### config.mk
export PLATFORM = sky130hd
export DESIGN_NAME = sbds_ctrl
export DESIGN_NICKNAME = d
export VERILOG_FILES = /design/src/rtl/sbds_pkg.sv /design/src/rtl/sbds_ctrl.sv
export SDC_FILE = /design/constraint.sdc
export NUM_CORES = 1
export LEC_CHECK = 0
export BUFFER_PORTS_ARGS = -buffer_cell sky130_fd_sc_hd__buf_4
export CORE_MARGIN = 4
export CORE_UTILIZATION = 50
export CTS_CLUSTER_SIZE = 10
export DETAILED_ROUTE_END_ITERATION = 7
export PLACE_DENSITY = 0.75
export SYNTH_ARGS = -nofsm -noshare
export SYNTH_HDL_FRONTEND = slang
export SYNTH_SLANG_ARGS = --single-unit
### constraint.sdc
create_clock -name i_clk -period 17.3 [get_ports i_clk]
set_clock_uncertainty 0.2 [all_clocks]
set_input_delay 2.595 -clock i_clk [delete_from_list [all_inputs] [get_ports i_clk]]
set_output_delay 2.595 -clock i_clk [all_outputs]
set_load 0.02 [all_outputs]
### src/rtl/sbds_pkg.sv
package sbds_pkg;

    localparam int PIX_W     = 8;
    localparam int SHIFT_W   = 7;
    localparam int COST_W    = 24;
    localparam int COUNT_W   = 12;
    localparam int DISP_W    = 8;
    localparam int BLK_W     = 5;
    localparam int CFG_IDX_W = 1;
    localparam int CFG_DAT_W = 8;
    localparam int OUT_W     = 32;

    localparam logic [COUNT_W-1:0]   COUNT_MAX = '1;
    localparam logic [COST_W-1:0]    COST_MAX  = '1;

    // divide by five: (x * 205) >> 10 is exact for x below 1024
    localparam logic [DISP_W-1:0]    DIV5_MUL   = 8'd205;
    localparam int                   DIV5_SHIFT = 10;

    localparam logic [CFG_IDX_W-1:0] CFG_MAX_DISP = 1'b0;
    localparam logic [CFG_IDX_W-1:0] CFG_BLOCK    = 1'b1;

    localparam logic [DISP_W-1:0]    RST_MAX_DISP = 8'd64;
    localparam logic [BLK_W-1:0]     RST_BLOCK    = 5'd16;

    typedef struct packed {
        logic start;     // clear best result
        logic wr_en;     // store one pixel
        logic issue;     // read one pixel pair
        logic first;     // pair opens a block
        logic last;      // pair closes a block
        logic load_out;  // move best result to the output register
    } t_cmd;

    typedef struct packed {
        logic pipe_busy;
        logic out_free;
    } t_sts;

endpackage

### src/rtl/sbds_ctrl.sv
module sbds_ctrl
    import sbds_pkg::*;
#(
    parameter int MAX_BLOCK   = 16,
    parameter int MAX_DISP    = 128,
    parameter int STORE_DEPTH = 2304,
    parameter int AW          = 12
) (
    input  logic                 i_clk,
    input  logic                 i_rst_n,
    input  logic                 i_cfg_we,
    input  logic [CFG_IDX_W-1:0] i_cfg_idx,
    input  logic [CFG_DAT_W-1:0] i_cfg_data,
    input  logic                 i_valid,
    input  logic                 i_last,
    output logic                 o_ready,
    input  t_sts                 i_sts,
    output t_cmd                 o_cmd,
    output logic [AW-1:0]        o_wr_addr,
    output logic [AW-1:0]        o_rd_addr_a,
    output logic [AW-1:0]        o_rd_addr_b,
    output logic [SHIFT_W-1:0]   o_shift
);

    localparam int CW = $clog2(MAX_BLOCK + 1);
    localparam int WW = DISP_W + 2;
    localparam int PW = CW + WW;

    localparam logic [1:0] ST_LOAD   = 2'd0;
    localparam logic [1:0] ST_SEARCH = 2'd1;
    localparam logic [1:0] ST_DRAIN  = 2'd2;
    localparam logic [1:0] ST_DONE   = 2'd3;

    logic [1:0]         r_state, n_state;
    logic [DISP_W-1:0]  r_max_disp;
    logic [BLK_W-1:0]   r_block;
    logic [COUNT_W-1:0] r_load_cnt, n_load_cnt;
    logic [DISP_W-1:0]  r_t, n_t;
    logic [CW-1:0]      r_r, n_r;
    logic [CW-1:0]      r_c, n_c;
    logic [AW-1:0]      r_row_base, n_row_base;

    logic [CW-1:0]      b_eff;
    logic [DISP_W-1:0]  d_eff;
    logic [WW-1:0]      w;
    logic [PW-1:0]      bw;
    logic [DISP_W-1:0]  t_lo;
    logic [2*DISP_W-1:0] div_prod;
    logic               accept;
    logic               c_end, r_end;
    logic [AW-1:0]      ia;

    always_comb begin
        if (r_block == '0) begin
            b_eff = CW'(1);
        end else if (32'(r_block) > MAX_BLOCK) begin
            b_eff = CW'(MAX_BLOCK);
        end else begin
            b_eff = CW'(r_block);
        end
        if (32'(r_max_disp) > MAX_DISP) begin
            d_eff = DISP_W'(MAX_DISP);
        end else begin
            d_eff = r_max_disp;
        end
    end

    assign w        = WW'(b_eff) + WW'(d_eff);
    assign bw       = PW'(b_eff) * PW'(w);
    assign div_prod = (2*DISP_W)'(d_eff) * (2*DISP_W)'(DIV5_MUL);
    assign t_lo     = DISP_W'(div_prod >> DIV5_SHIFT);

    assign accept = i_valid && o_ready;
    assign c_end  = (r_c == b_eff - CW'(1));
    assign r_end  = (r_r == b_eff - CW'(1));
    assign ia     = AW'(32'(r_row_base) + 32'(r_c));

    assign o_ready     = (r_state == ST_LOAD);
    assign o_wr_addr   = AW'(r_load_cnt);
    assign o_rd_addr_a = ia;
    assign o_rd_addr_b = AW'(32'(ia) + 32'(r_t));
    assign o_shift     = r_t[SHIFT_W-1:0];

    always_comb begin
        n_state    = r_state;
        n_load_cnt = r_load_cnt;
        n_t        = r_t;
        n_r        = r_r;
        n_c        = r_c;
        n_row_base = r_row_base;
        o_cmd      = '0;
        case (r_state)
            ST_LOAD: begin
                if (accept) begin
                    o_cmd.wr_en = (32'(r_load_cnt) < 32'(bw)) &&
                                  (32'(r_load_cnt) < STORE_DEPTH);
                    if (r_load_cnt != COUNT_MAX) begin
                        n_load_cnt = r_load_cnt + COUNT_W'(1);
                    end
                    if (i_last) begin
                        o_cmd.start = 1'b1;
                        n_load_cnt  = '0;
                        n_t         = t_lo;
                        n_r         = '0;
                        n_c         = '0;
                        n_row_base  = '0;
                        n_state     = (t_lo < d_eff) ? ST_SEARCH : ST_DRAIN;
                    end
                end
            end
            ST_SEARCH: begin
                o_cmd.issue = 1'b1;
                o_cmd.first = (r_r == '0) && (r_c == '0);
                o_cmd.last  = r_end && c_end;
                if (c_end) begin
                    n_c = '0;
                    if (r_end) begin
                        n_r        = '0;
                        n_row_base = '0;
                        n_t        = r_t + DISP_W'(1);
                        if (r_t + DISP_W'(1) == d_eff) begin
                            n_state = ST_DRAIN;
                        end
                    end else begin
                        n_r        = r_r + CW'(1);
                        n_row_base = AW'(32'(r_row_base) + 32'(w));
                    end
                end else begin
                    n_c = r_c + CW'(1);
                end
            end
            ST_DRAIN: begin
                if (!i_sts.pipe_busy) begin
                    n_state = ST_DONE;
                end
            end
            ST_DONE: begin
                if (i_sts.out_free) begin
                    o_cmd.load_out = 1'b1;
                    n_state        = ST_LOAD;
                end
            end
            default: begin
                n_state = ST_LOAD;
            end
        endcase
    end

    always_ff @(posedge i_clk) begin
        if (!i_rst_n) begin
            r_state    <= ST_LOAD;
            r_max_disp <= RST_MAX_DISP;
            r_block    <= RST_BLOCK;
            r_load_cnt <= '0;
            r_t        <= '0;
            r_r        <= '0;
            r_c        <= '0;
            r_row_base <= '0;
        end else begin
            r_state    <= n_state;
            r_load_cnt <= n_load_cnt;
            r_t        <= n_t;
            r_r        <= n_r;
            r_c        <= n_c;
            r_row_base <= n_row_base;
            if (i_cfg_we) begin
                case (i_cfg_idx)
                    CFG_MAX_DISP: r_max_disp <= i_cfg_data;
                    CFG_BLOCK:    r_block    <= i_cfg_data[BLK_W-1:0];
                    default:      r_block    <= r_block;
                endcase
            end
        end
    end

    a_last_clears_count: assert property (@(posedge i_clk) disable iff (!i_rst_n)
        (accept && i_last) |=> (r_load_cnt == '0))
        else $error("load count not cleared after last pixel");

    a_no_load_while_busy: assert property (@(posedge i_clk) disable iff (!i_rst_n)
        i_sts.pipe_busy |-> !o_ready)
        else $error("pixel request accepted while search pipeline busy");

    a_out_load_free: assert property (@(posedge i_clk) disable iff (!i_rst_n)
        o_cmd.load_out |-> i_sts.out_free)
        else $error("result loaded over a waiting result");

    a_issue_in_range: assert property (@(posedge i_clk) disable iff (!i_rst_n)
        o_cmd.issue |-> (r_t < d_eff) && (r_r < b_eff) && (r_c < b_eff))
        else $error("pair read outside the search range");

endmodule

== Yosys cells after proc, flatten, opt, wreduce, memory -nomap -nowiden ==
Index checks and enable logic that the tools add are counted.

* Register bits after elaboration: 57
* Input port bits: 16
* Logic and storage cells: 93

* Add/sub/neg operators: 9
* $mul: 2
* Order comparisons: 5
* Eq/ne operators: 14
* Muxes and demuxes: 37
* Bitwise operators: 1
* Reduce and logical (&&, ||, !) cells: 17

{| class="wikitable"
|+ Operator list
! operator !! count
|-
| $mux 12 || 6
|-
| $mux 8 || 5
|-
| $mux 5 || 7
|-
| $pmux 12 s2 || 1
|-
| $mux 2 || 10
|-
| $pmux 5 s2 || 2
|-
| $mul 8x8->16 const B || 1
|-
| $pmux 8 s2 || 1
|-
| $logic_not 5->1 || 3
|-
| $lt 12x14->1 || 1
|-
| $mul 5x9->14 || 1
|-
| $add 12x1->12 const B || 1
|-
| $add 12x5->12 || 1
|-
| $add 12x8->12 || 1
|-
| $add 12x9->12 || 1
|-
| $lt 12x12->1 const B || 1
|-
| $ne 12x12->1 const B || 1
|-
| $ne 2x2->1 const B || 6
|-
| $add 5x1->5 const B || 2
|-
| $eq 5x5->1 || 2
|-
| $add 5x8->9 || 1
|-
| $add 8x1->8 const B || 1
|-
| $eq 8x8->1 || 1
|-
| $gt 8x8->1 const B || 1
|-
| other kinds (18) || 27
|}

== Depth between registers and ports, before layout ==
Gate-level depths: netlist of the first run.

* Word-level depth: 9
* Mapped depth: 28
* Gate-level depth less buffers: 28

== Worst setup path before layout of the first run ==
OpenSTA, ideal clock, no wires.

* Kind: register -> output
* Start point: reg r_block[4]
* End point: out o_cmd[4] (netlist name)
* Data arrival time: 6,035 ps
* Required time: 14,505 ps
* Slack: 8,470 ps
* Stages on the path, launching flop included: 28
* Cells stage by stage: dfxtp_1 -> inv_1 -> clkbuf_1 -> nand2_1 -> inv_1 -> fa_1 -> a21oi_1 -> nor2_1 -> nor2_1 -> xor2_1 -> nor2_1 -> fa_1 -> fa_1 -> inv_1 -> fa_1 -> inv_1 -> ha_1 -> o21a_1 -> o31a_1 -> or2_2 -> a21oi_1 -> xor2_1 -> ha_1 -> and3_1 -> a22o_1 -> o21ai_0 -> a31oi_1 -> a31oi_1

{| class="wikitable"
|+ RTL lines
! what !! line !! RTL
|-
| start, declared || sbds_ctrl.sv:36 || <nowiki>logic [BLK_W-1:0] r_block;</nowiki>
|-
| start signal, assigned || sbds_ctrl.sv:169 || <nowiki>CFG_BLOCK: r_block <= i_cfg_data[BLK_W-1:0];</nowiki>
|-
| start signal, assigned || sbds_ctrl.sv:170 || <nowiki>default: r_block <= r_block;</nowiki>
|-
| end, declared || sbds_ctrl.sv:18 || <nowiki>output t_cmd o_cmd,</nowiki>
|}

==> results of run 1 <==
[synth_stat cells, types with 17 or more instances]
library cell	n	area, um^2
clkbuf_1	17	63.81
o21ai_0	21	105.1
dfxtp_1	57	1141
nand2_1	76	285.3
fa_1	36	720.7
xor2_1	33	289.0
a21boi_0	21	157.7
ha_1	116	1451
nor2b_1	25	156.4
nand3_1	25	125.1
nor2_1	84	315.3
xnor2_1	37	324.1
inv_1	107	401.6
a21oi_1	43	215.2
[stage by stage]
step	power [mW]	instances
2_1_floorplan	0.3130	917
3_3_place_gp	0.3690	1138
3_5_place_dp	0.3714	1138
4_1_cts	0.5867	1154
5_1_grt	0.6193	1154
6_report	0.5850	1154
[worst min-delay path, cell delays in order, from the launching register on]
cell and delay (ns):
dfxtp_1 0.30, nand2_1 0.05, a21boi_0 0.07
[sequential cells by signal, summed over array words and instances (netlist names)]
register,flops
o_wr_addr,12
r_row_base,12
r_r,5
r_state,2
r_t,8
r_c,5
r_max_disp,8
r_block,5
[cell type report]
| class | count | area share [%] |
|---|---|---|
| inverter | 107 | 4.821 |
| clock buffer | 11 | 2.913 |
| sequential | 57 | 13.70 |
| clock inverter | 5 | 1.231 |
| timing repair buffer | 67 | 6.037 |
| multi-input combinational | 723 | 68.54 |
| tap | 184 | 2.763 |
[worst min path at each step]
stage / startpoint / to / slack (ns) / depth (start not counted)
floorplan: r_max_disp[5] / r_max_disp[5] / 0.24 / 2
global placement: r_max_disp[5] / r_max_disp[5] / 0.26 / 2
detailed placement: r_max_disp[5] / r_max_disp[5] / 0.27 / 2
CTS: r_max_disp[5] / r_max_disp[5] / 0.27 / 2
global route: r_max_disp[5] / r_max_disp[5] / 0.29 / 2
finish: r_max_disp[5] / r_max_disp[5] / 0.27 / 2
[kinds of logic (layout without fill, tap and decap cells)]
kind of cell	after synthesis	after routing
muxes	2	2
AOI/OAI and AO/OA	186	186
adders and majority gates	152	152
xor gates and xnor gates	75	75
buffers and inverters	137	190
and+or+nand+nor	301	301
other	2	7
DFF	57	57
[routing by layer]
layer  up-vias  part of all wire, %
met2       164                   45
li1       3253                    -
met3        35                  5.0
met4         0                  2.8
met5         -                    0
met1      3034                   47
[cells in the final DEF (no fill, tap or decap), types with 11 or more instances in the layout]
cell      instances
a21boi_0         21
a21o_1           13
a21oi_1          43
and3_1           12
buf_4            67
dfxtp_1          57
fa_1             36
ha_1            116
inv_1           107
nand2_1          76
nand3_1          25
nand4_1          11
nor2_1           84
nor2b_1          25
nor3_1           14
o21a_1           14
o21ai_0          21
xnor2_1          37
xor2_1           33
[report_power, final]
part	internal, mW	leakage, nW	switching [mW]	total (mW)
clock network	0.144	0.166	0.0686	0.213
registers	0.139	0.462	0.0157	0.155
logic	0.0877	3.46	0.130	0.218
total	0.371	4.08	0.214	0.585
==> impl_metrics.json, run 1 <==
{
  "status": "finished clean",
  "synth_ff_type": "dfxtp_1",
  "worst-path-stages": 28,
  "setup_viol": 0,
  "crit_buf_inv": 5,
  "critical_path_arrival_ns": 7.25,
  "reg2reg_from": "r_max_disp[7]",
  "wire_per_inst_um": 15.74,
  "rsz0062_at_grt": "false",
  "grt_pass1_vias": 6337,
  "core_area_mm2": 0.01453,
  "path_clk_slew_ns": 0.05,
  "drt_iter0_markers": 527,
  "crit_end": "o_cmd[4]",
  "finalHoldViolations": 0,
  "hpwl_um": 14410,
  "syn_to_final_growth_pct": 12.71,
  "grt.total_usage_pct": 22.64,
  "post_cts_resized": 0,
  "overflow": 0,
  "clock_sinks": 57,
  "ys_ff_latch": 57,
  "grtUsageMet2_pct": 36.40,
  "drv_slew": 0,
  "avgSynthCellArea_um2": 8.105,
  "hold_path_class": "register to register",
  "startpoint": "r_max_disp[7]",
  "grt_util_met1_pct": 30.83,
  "dpl-instance-area_mm2": 0.007986,
  "vias": 6486,
  "dieHeight_um": 129.6,
  "tns_ns": 0,
  "max_cap_viol_count": 0,
  "grtUsageMet3_pct": 2.885,
  "r2r_end": "r_state[0]",
  "max_freq_mhz": 99.57,
  "synthAdderAreaFrac_pct": 29.38,
  "crit_fanout": 14,
  "die_w_um": 129.6,
  "post-place-ws_ns": 7.671,
  "critPathKind": "register to output pin",
  "cp-end-kind": "output pin",
  "cts_root_buf": "clkbuf_16",
  "crit_slowest_cell": "dfxtp_1",
  "rows": 44,
  "seq_area_frac_synth_pct": 15.44,
  "firstDrtPassIters": 5,
  "die_area_mm2": 0.01679,
  "peakVddDrop_mv": 0.04932,
  "rrSetupSlack_ns": 10.14,
  "synth_compound_area_share_pct": 17.50,
  "drive_gt1_share_pct": 9.588,
  "synth-edff-count": 0,
  "synthCells": 912,
  "worst_pin_slew_ns": 0.8841,
  "synthArstFlopShare_pct": 0,
  "synth_top_family_by_area": "adder cells",
  "design_area_mm2": 0.008332,
  "multi_input_area_mm2": 0.005710,
  "post-route-period-util_pct": 58.05,
  "seq_area_mm2": 0.001141,
  "slew_headroom_pct": 40.31,
  "fin_crit_ns": 10.04,
  "numPortBuffers": 65,
  "top_usage_layer": "met2",
  "max_stage_delay_ns": 0.64,
  "post-cts-setup-buffer-count": 0,
  "cp-start-kind": "register",
  "cts.htree.levels": 3,
  "synthesis.area_mm2": 0.007392,
  "diodes": 0,
  "cts_made_buffers": 9,
  "critPathTopFamily": "adder cells",
  "antenna_found_initial": 0,
  "leakage_nw": 4.085,
  "routed_wl_um": 18160,
  "drc": 0,
  "hold_ws_ns": 0.2680,
  "cts_tree": "done",
  "p_per_area_mw_per_mm2": 70.21,
  "grt_pass1_wl_um": 30530,
  "holdBufCountCts": 0,
  "synth-simple-area-share_pct": 19.99,
  "r2r_cells": 22,
  "nNetsFinal": 1133,
  "fin_util_pct": 57.33,
  "fillers": 1327,
  "ys_types": 73,
  "synth_mux_area_share_pct": 0.2877,
  "antenna_left": 0,
  "ioPinCount": 66,
  "clockBufferDepth": 2,
  "worst_slack_ns": 7.257,
  "yosys_warnings": 0,
  "required_ns": 14.51,
  "viasPerCell": 5.620,
  "start_util_pct": 50.86,
  "clock_latency_ns": 0.35,
  "place.gp.congestion": 0.8889,
  "grt_max_degree": 45,
  "synth_xor_area_share_pct": 9.733
}
Note: power is estimated with default switching activity, not from simulation.
==> run 2: changes to the inputs <==
==> constraint.sdc (replaced) <==
create_clock -name i_clk -period 9.8 [get_ports i_clk]
set_clock_uncertainty 0.2 [all_clocks]
set_input_delay 1.47 -clock i_clk [delete_from_list [all_inputs] [get_ports i_clk]]
set_output_delay 1.47 -clock i_clk [all_outputs]
set_load 0.02 [all_outputs]
==> run 2 against run 1 <==
  * Sequential share of layout area barely moved
  * Clock power rose by 83%
  * Via count increased by 1.2%
  * Largest cell class unchanged
  * Highest routed layer unchanged
==> impl_metrics.json, run 2 (synthesis results as in run 1) <==
{
  "drv_slew": 0,
  "tns_ns": 0,
  "drt_iter0_markers": 588,
  "p_per_area_mw_per_mm2": 125.4,
  "clock_sinks": 57,
  "cts_made_buffers": 9,
  "max_freq_mhz": 112.3,
  "syn_to_final_growth_pct": 13.07,
  "max_cap_viol_count": 0,
  "cp-start-kind": "register",
  "cp-end-kind": "output pin",
  "r2r_cells": 22,
  "max_stage_delay_ns": 0.62,
  "diodes": 0,
  "worst_pin_slew_ns": 0.9343,
  "die_area_mm2": 0.01679,
  "crit_buf_inv": 5,
  "place.gp.congestion": 0.8911,
  "critPathKind": "register to output pin",
  "post-route-period-util_pct": 90.86,
  "ioPinCount": 66,
  "antenna_left": 0,
  "clockBufferDepth": 2,
  "fin_crit_ns": 8.904,
  "hold_start": "r_max_disp[5]",
  "grt_pass1_wl_um": 30820,
  "finalHoldViolations": 0,
  "layout_commonest_cell": "ha_1",
  "crit_slowest_cell": "dfxtp_1",
  "crit_fanout": 14,
  "path_clk_slew_ns": 0.05,
  "critPathTopFamily": "adder cells",
  "cts.htree.levels": 3,
  "grt.total_usage_pct": 22.84,
  "critical_path_arrival_ns": 7.23,
  "antenna_found_initial": 0,
  "cts_tree": "done",
  "rrSetupSlack_ns": 2.77,
  "post-cts-setup-buffer-count": 0,
  "hold_ws_ns": 0.2626,
  "drc": 0,
  "rows": 44,
  "drive_gt1_share_pct": 9.784,
  "post_cts_resized": 0,
  "reg2reg_from": "r_max_disp[7]",
  "overflow": 0,
  "start_util_pct": 50.86,
  "hold_end": "r_max_disp[5]",
  "peakVddDrop_mv": 0.08498,
  "firstDrtPassIters": 5,
  "rsz0062_at_grt": "false",
  "final_cell_mix": "ha_1, inv_1, nor2_1, nand2_1, buf_4",
  "status": "finished clean",
  "numPortBuffers": 65,
  "routed_wl_um": 18150,
  "die_w_um": 129.6,
  "cts_root_buf": "clkbuf_16",
  "hpwl_um": 14550,
  "fillers": 1341,
  "holdBufCountCts": 0,
  "grt_max_degree": 45,
  "vias": 6564,
  "setup_viol": 0,
  "nNetsFinal": 1134,
  "hold_path_class": "register to register",
  "worstHoldPathCells": 2,
  "leakage_nw": 4.099,
  "r2r_end": "r_state[0]",
  "slew_headroom_pct": 36.92,
  "core_area_mm2": 0.01453,
  "wire_per_inst_um": 15.71,
  "viasPerCell": 5.683,
  "clock_latency_ns": 0.35,
  "required_ns": 8.13,
  "dieHeight_um": 129.6,
  "grt_pass1_vias": 6298
}
-- run 2: worst max path at each step --
stage,depth (start not counted),start,slack [ns],end
after global placement,28,r_max_disp[7],1.58,o_cmd[4]
final,28,r_max_disp[7],0.90,o_cmd[4]
after detailed placement,28,r_max_disp[7],1.36,o_cmd[4]
after CTS,28,r_max_disp[7],0.95,o_cmd[4]
after floorplan,27,r_block[4],2.10,o_cmd[4]
after global routing,28,r_max_disp[7],0.33,o_cmd[4]
-- run 2: routing by layer --
| metal | vias to the layer above | wire length [um] | global-route usage [%] |
|---|---|---|---|
| met2 | 215 | 8060 | 36.18 |
| met3 | 44 | 1225 | 4.287 |
| met1 | 3048 | 8285 | 31.01 |
| met5 | - | 0 | 0 |
| li1 | 3257 | - | - |
| met4 | 0 | 578 | 8.557 |
-- run 2: final cells by class --
cell class | count | area, um^2 | area share, %
multi-input cells | 723 | 5710 | 68.32
repair buffers | 68 | 510.5 | 6.108
inverters | 107 | 401.6 | 4.805
flip-flops and latches | 57 | 1141 | 13.65
clock inverters | 4 | 97.59 | 1.168
well taps | 184 | 230.2 | 2.754
clock buffers | 12 | 266.5 | 3.189
-- run 2: report_power, final --
group	leakage, nW	switching, mW	internal [mW]
Combinational	3.46	0.229	0.156
Clock	0.175	0.121	0.269
Sequential	0.462	0.0280	0.245
-- run 2: stage by stage --
| stage | std cells | worst slack (ns) | utilization (%) | power [mW] | instance area [um^2] |
|---|---|---|---|---|---|
| after global routing | 1155 | 0.3317 | 57.51 | 1.116 | 8358 |
| after global placement | 1139 | 1.581 | 55.00 | 0.6529 | 7994 |
| after floorplan | 917 | 2.095 | - | 0.5525 | 7411 |
| after CTS | 1155 | 0.9501 | 57.51 | 1.056 | 8358 |
| after detailed placement | 1139 | 1.362 | 55.00 | 0.6584 | 7994 |
| final | 1155 | 0.8958 | 57.51 | 1.048 | 8358 |
-- run 2: worst register-to-register path, cell delays in order (launching register included) --
cell and delay, ns:
dfxtp_1 0.45, nor2b_1 0.72, ha_1 0.42, fa_1 0.57, inv_1 0.06, fa_1 0.51, inv_1 0.06, fa_1 0.47
ha_1 0.35, a21o_1 0.21, a211oi_1 0.33, o211ai_1 0.21, a31oi_1 0.28, o21ai_0 0.18, nor2b_1 0.17, ha_1 0.28
and2_1 0.17, a221oi_1 0.32, o311ai_0 0.20, a211o_1 0.29, o2111ai_1 0.15, o211ai_1 0.13, o31ai_1 0.19
==> run 3: changes to the inputs <==
--- a/config.mk
+++ b/config.mk
@@ -11,6 +11,7 @@
 export CTS_CLUSTER_SIZE = 10
 export DETAILED_ROUTE_END_ITERATION = 7
 export PLACE_DENSITY = 0.75
+export REMOVE_ABC_BUFFERS = 1
 export SYNTH_ARGS = -nofsm -noshare
 export SYNTH_HDL_FRONTEND = slang
 export SYNTH_SLANG_ARGS = --single-unit
==> run 3 against run 2 <==
  * Critical path depth unchanged
  * Hold slack improved by 0.00076 ns
  * Via count is 0.41% higher
  * Largest power group is now combinational logic
  * Highest routed layer is now met5
==> impl_metrics.json, run 3 (synthesis results as in run 1) <==
{
  "post_cts_resized": 0,
  "ioPinCount": 66,
  "path_clk_slew_ns": 0.05,
  "rows": 44,
  "numPortBuffers": 65,
  "overflow": 0,
  "crit_slowest_cell": "dfxtp_1",
  "slew_headroom_pct": 43.61,
  "seq_area_mm2": 0.001141,
  "cp-start-kind": "register",
  "cp-end-kind": "output pin",
  "max_freq_mhz": 113.8,
  "peakVddDrop_mv": 0.07859,
  "cts.htree.levels": 3,
  "crit_fanout": 14,
  "required_ns": 8.13,
  "cts_tree": "done",
  "drv_slew": 0,
  "post-cts-setup-buffer-count": 0,
  "drt_iter0_markers": 597,
  "tns_ns": 0,
  "die_area_mm2": 0.01679,
  "worst_slack_ns": 1.016,
  "max_cap_viol_count": 0,
  "dpl-instance-area_mm2": 0.007986,
  "clockBufferDepth": 2,
  "vias": 6591,
  "grt_pass1_wl_um": 30400,
  "firstDrtPassIters": 5,
  "clock_latency_ns": 0.34,
  "hold_path_class": "register to register",
  "routed_wl_um": 18430,
  "dieHeight_um": 129.6,
  "grt_max_degree": 45,
  "start_util_pct": 50.86,
  "rsz0062_at_grt": "false",
  "dp.cells": 1138,
  "worstHoldPathCells": 2,
  "post-place-ws_ns": 1.465,
  "instances_no_fill": 1153,
  "fin_util_pct": 57.12,
  "grt.total_usage_pct": 22.46,
  "nNetsFinal": 1133,
  "core_area_mm2": 0.01453,
  "place.gp.congestion": 0.9304,
  "antenna_found_initial": 1,
  "leakage_nw": 4.077,
  "final_cell_mix": "ha_1, inv_1, nor2_1, nand2_1, buf_4",
  "syn_to_final_growth_pct": 12.31,
  "multi_input_area_mm2": 0.005710,
  "total_power_uw": 998.6,
  "design_area_mm2": 0.008302,
  "max_stage_delay_ns": 0.59,
  "r2r_cells": 22,
  "critical_path_arrival_ns": 7.11,
  "setup_viol": 0,
  "grt_pass1_vias": 6261,
  "antenna_left": 0,
  "fin_crit_ns": 8.784,
  "holdBufCountCts": 0,
  "status": "finished clean",
  "layout_commonest_cell": "ha_1",
  "cts_made_buffers": 9,
  "clock_sinks": 57,
  "p_per_area_mw_per_mm2": 120.3,
  "viasPerCell": 5.716,
  "critPathKind": "register to output pin",
  "drc": 0,
  "fillers": 1305,
  "post-route-period-util_pct": 89.64,
  "hpwl_um": 14810,
  "cts_root_buf": "clkbuf_16",
  "worst_pin_slew_ns": 0.8352,
  "finalHoldViolations": 0,
  "diodes": 0,
  "hold_ws_ns": 0.2634,
  "die_w_um": 129.6,
  "wire_per_inst_um": 15.98,
  "drive_gt1_share_pct": 9.598
}
[run 3: cell types whose count changed in the layout (fill, tap and decap cells not counted), sizes merged]
cell      delta
clkinv       +1
buf          -1
clkinvlp     -1
clkbuf       +1
bufinv       -2
[run 3: critical path, delay by kind of cell, from the launching register on]
family | cells | cell delay, ns
buf+inv | 5 | 0.65
compound gates | 8 | 1.19
simple gates | 6 | 0.97
xor+xnor | 2 | 0.55
fa+ha+maj | 7 | 2.81
flops | 1 | 0.59
[run 3: area by class of cell]
cell class / instances / share of cell area [%]
flip-flops and latches: 57 / 13.75
well taps: 184 / 2.773
multi-input cells: 723 / 68.79
clock buffers: 13 / 3.376
inverters: 107 / 4.838
clock inverters: 2 / 0.4220
repair buffers: 67 / 6.059
[run 3: metal layers]
layer / up-vias / global-route usage [%] / part of all wire (%)
li1: 3265 / - / -
met5: - / 0 / 0.038
met2: 182 / 36.31 / 47
met3: 38 / 4.287 / 5.7
met1: 3104 / 30.00 / 45
met4: 2 / 8.007 / 2.8
[run 3: path summary, 6_finish.rpt]
| check | start | endpoint | slack, ns |
|---|---|---|---|
| worst max-delay path | r_max_disp[7] | o_cmd[4] | 1.02 |
| worst min-delay path | r_max_disp[5] | r_max_disp[5] | 0.26 |
| worst max register to register | r_max_disp[7] | r_state[0] | 2.84 |
| worst min register to register | r_max_disp[5] | r_max_disp[5] | 0.26 |
[run 3: where the power goes]
part	switching, mW	total [mW]	leakage (nW)	internal, mW
clock	0.116	0.339	0.158	0.223
combinational	0.232	0.386	3.46	0.154
sequential	0.0281	0.273	0.462	0.245
total	0.377	0.999	4.08	0.622
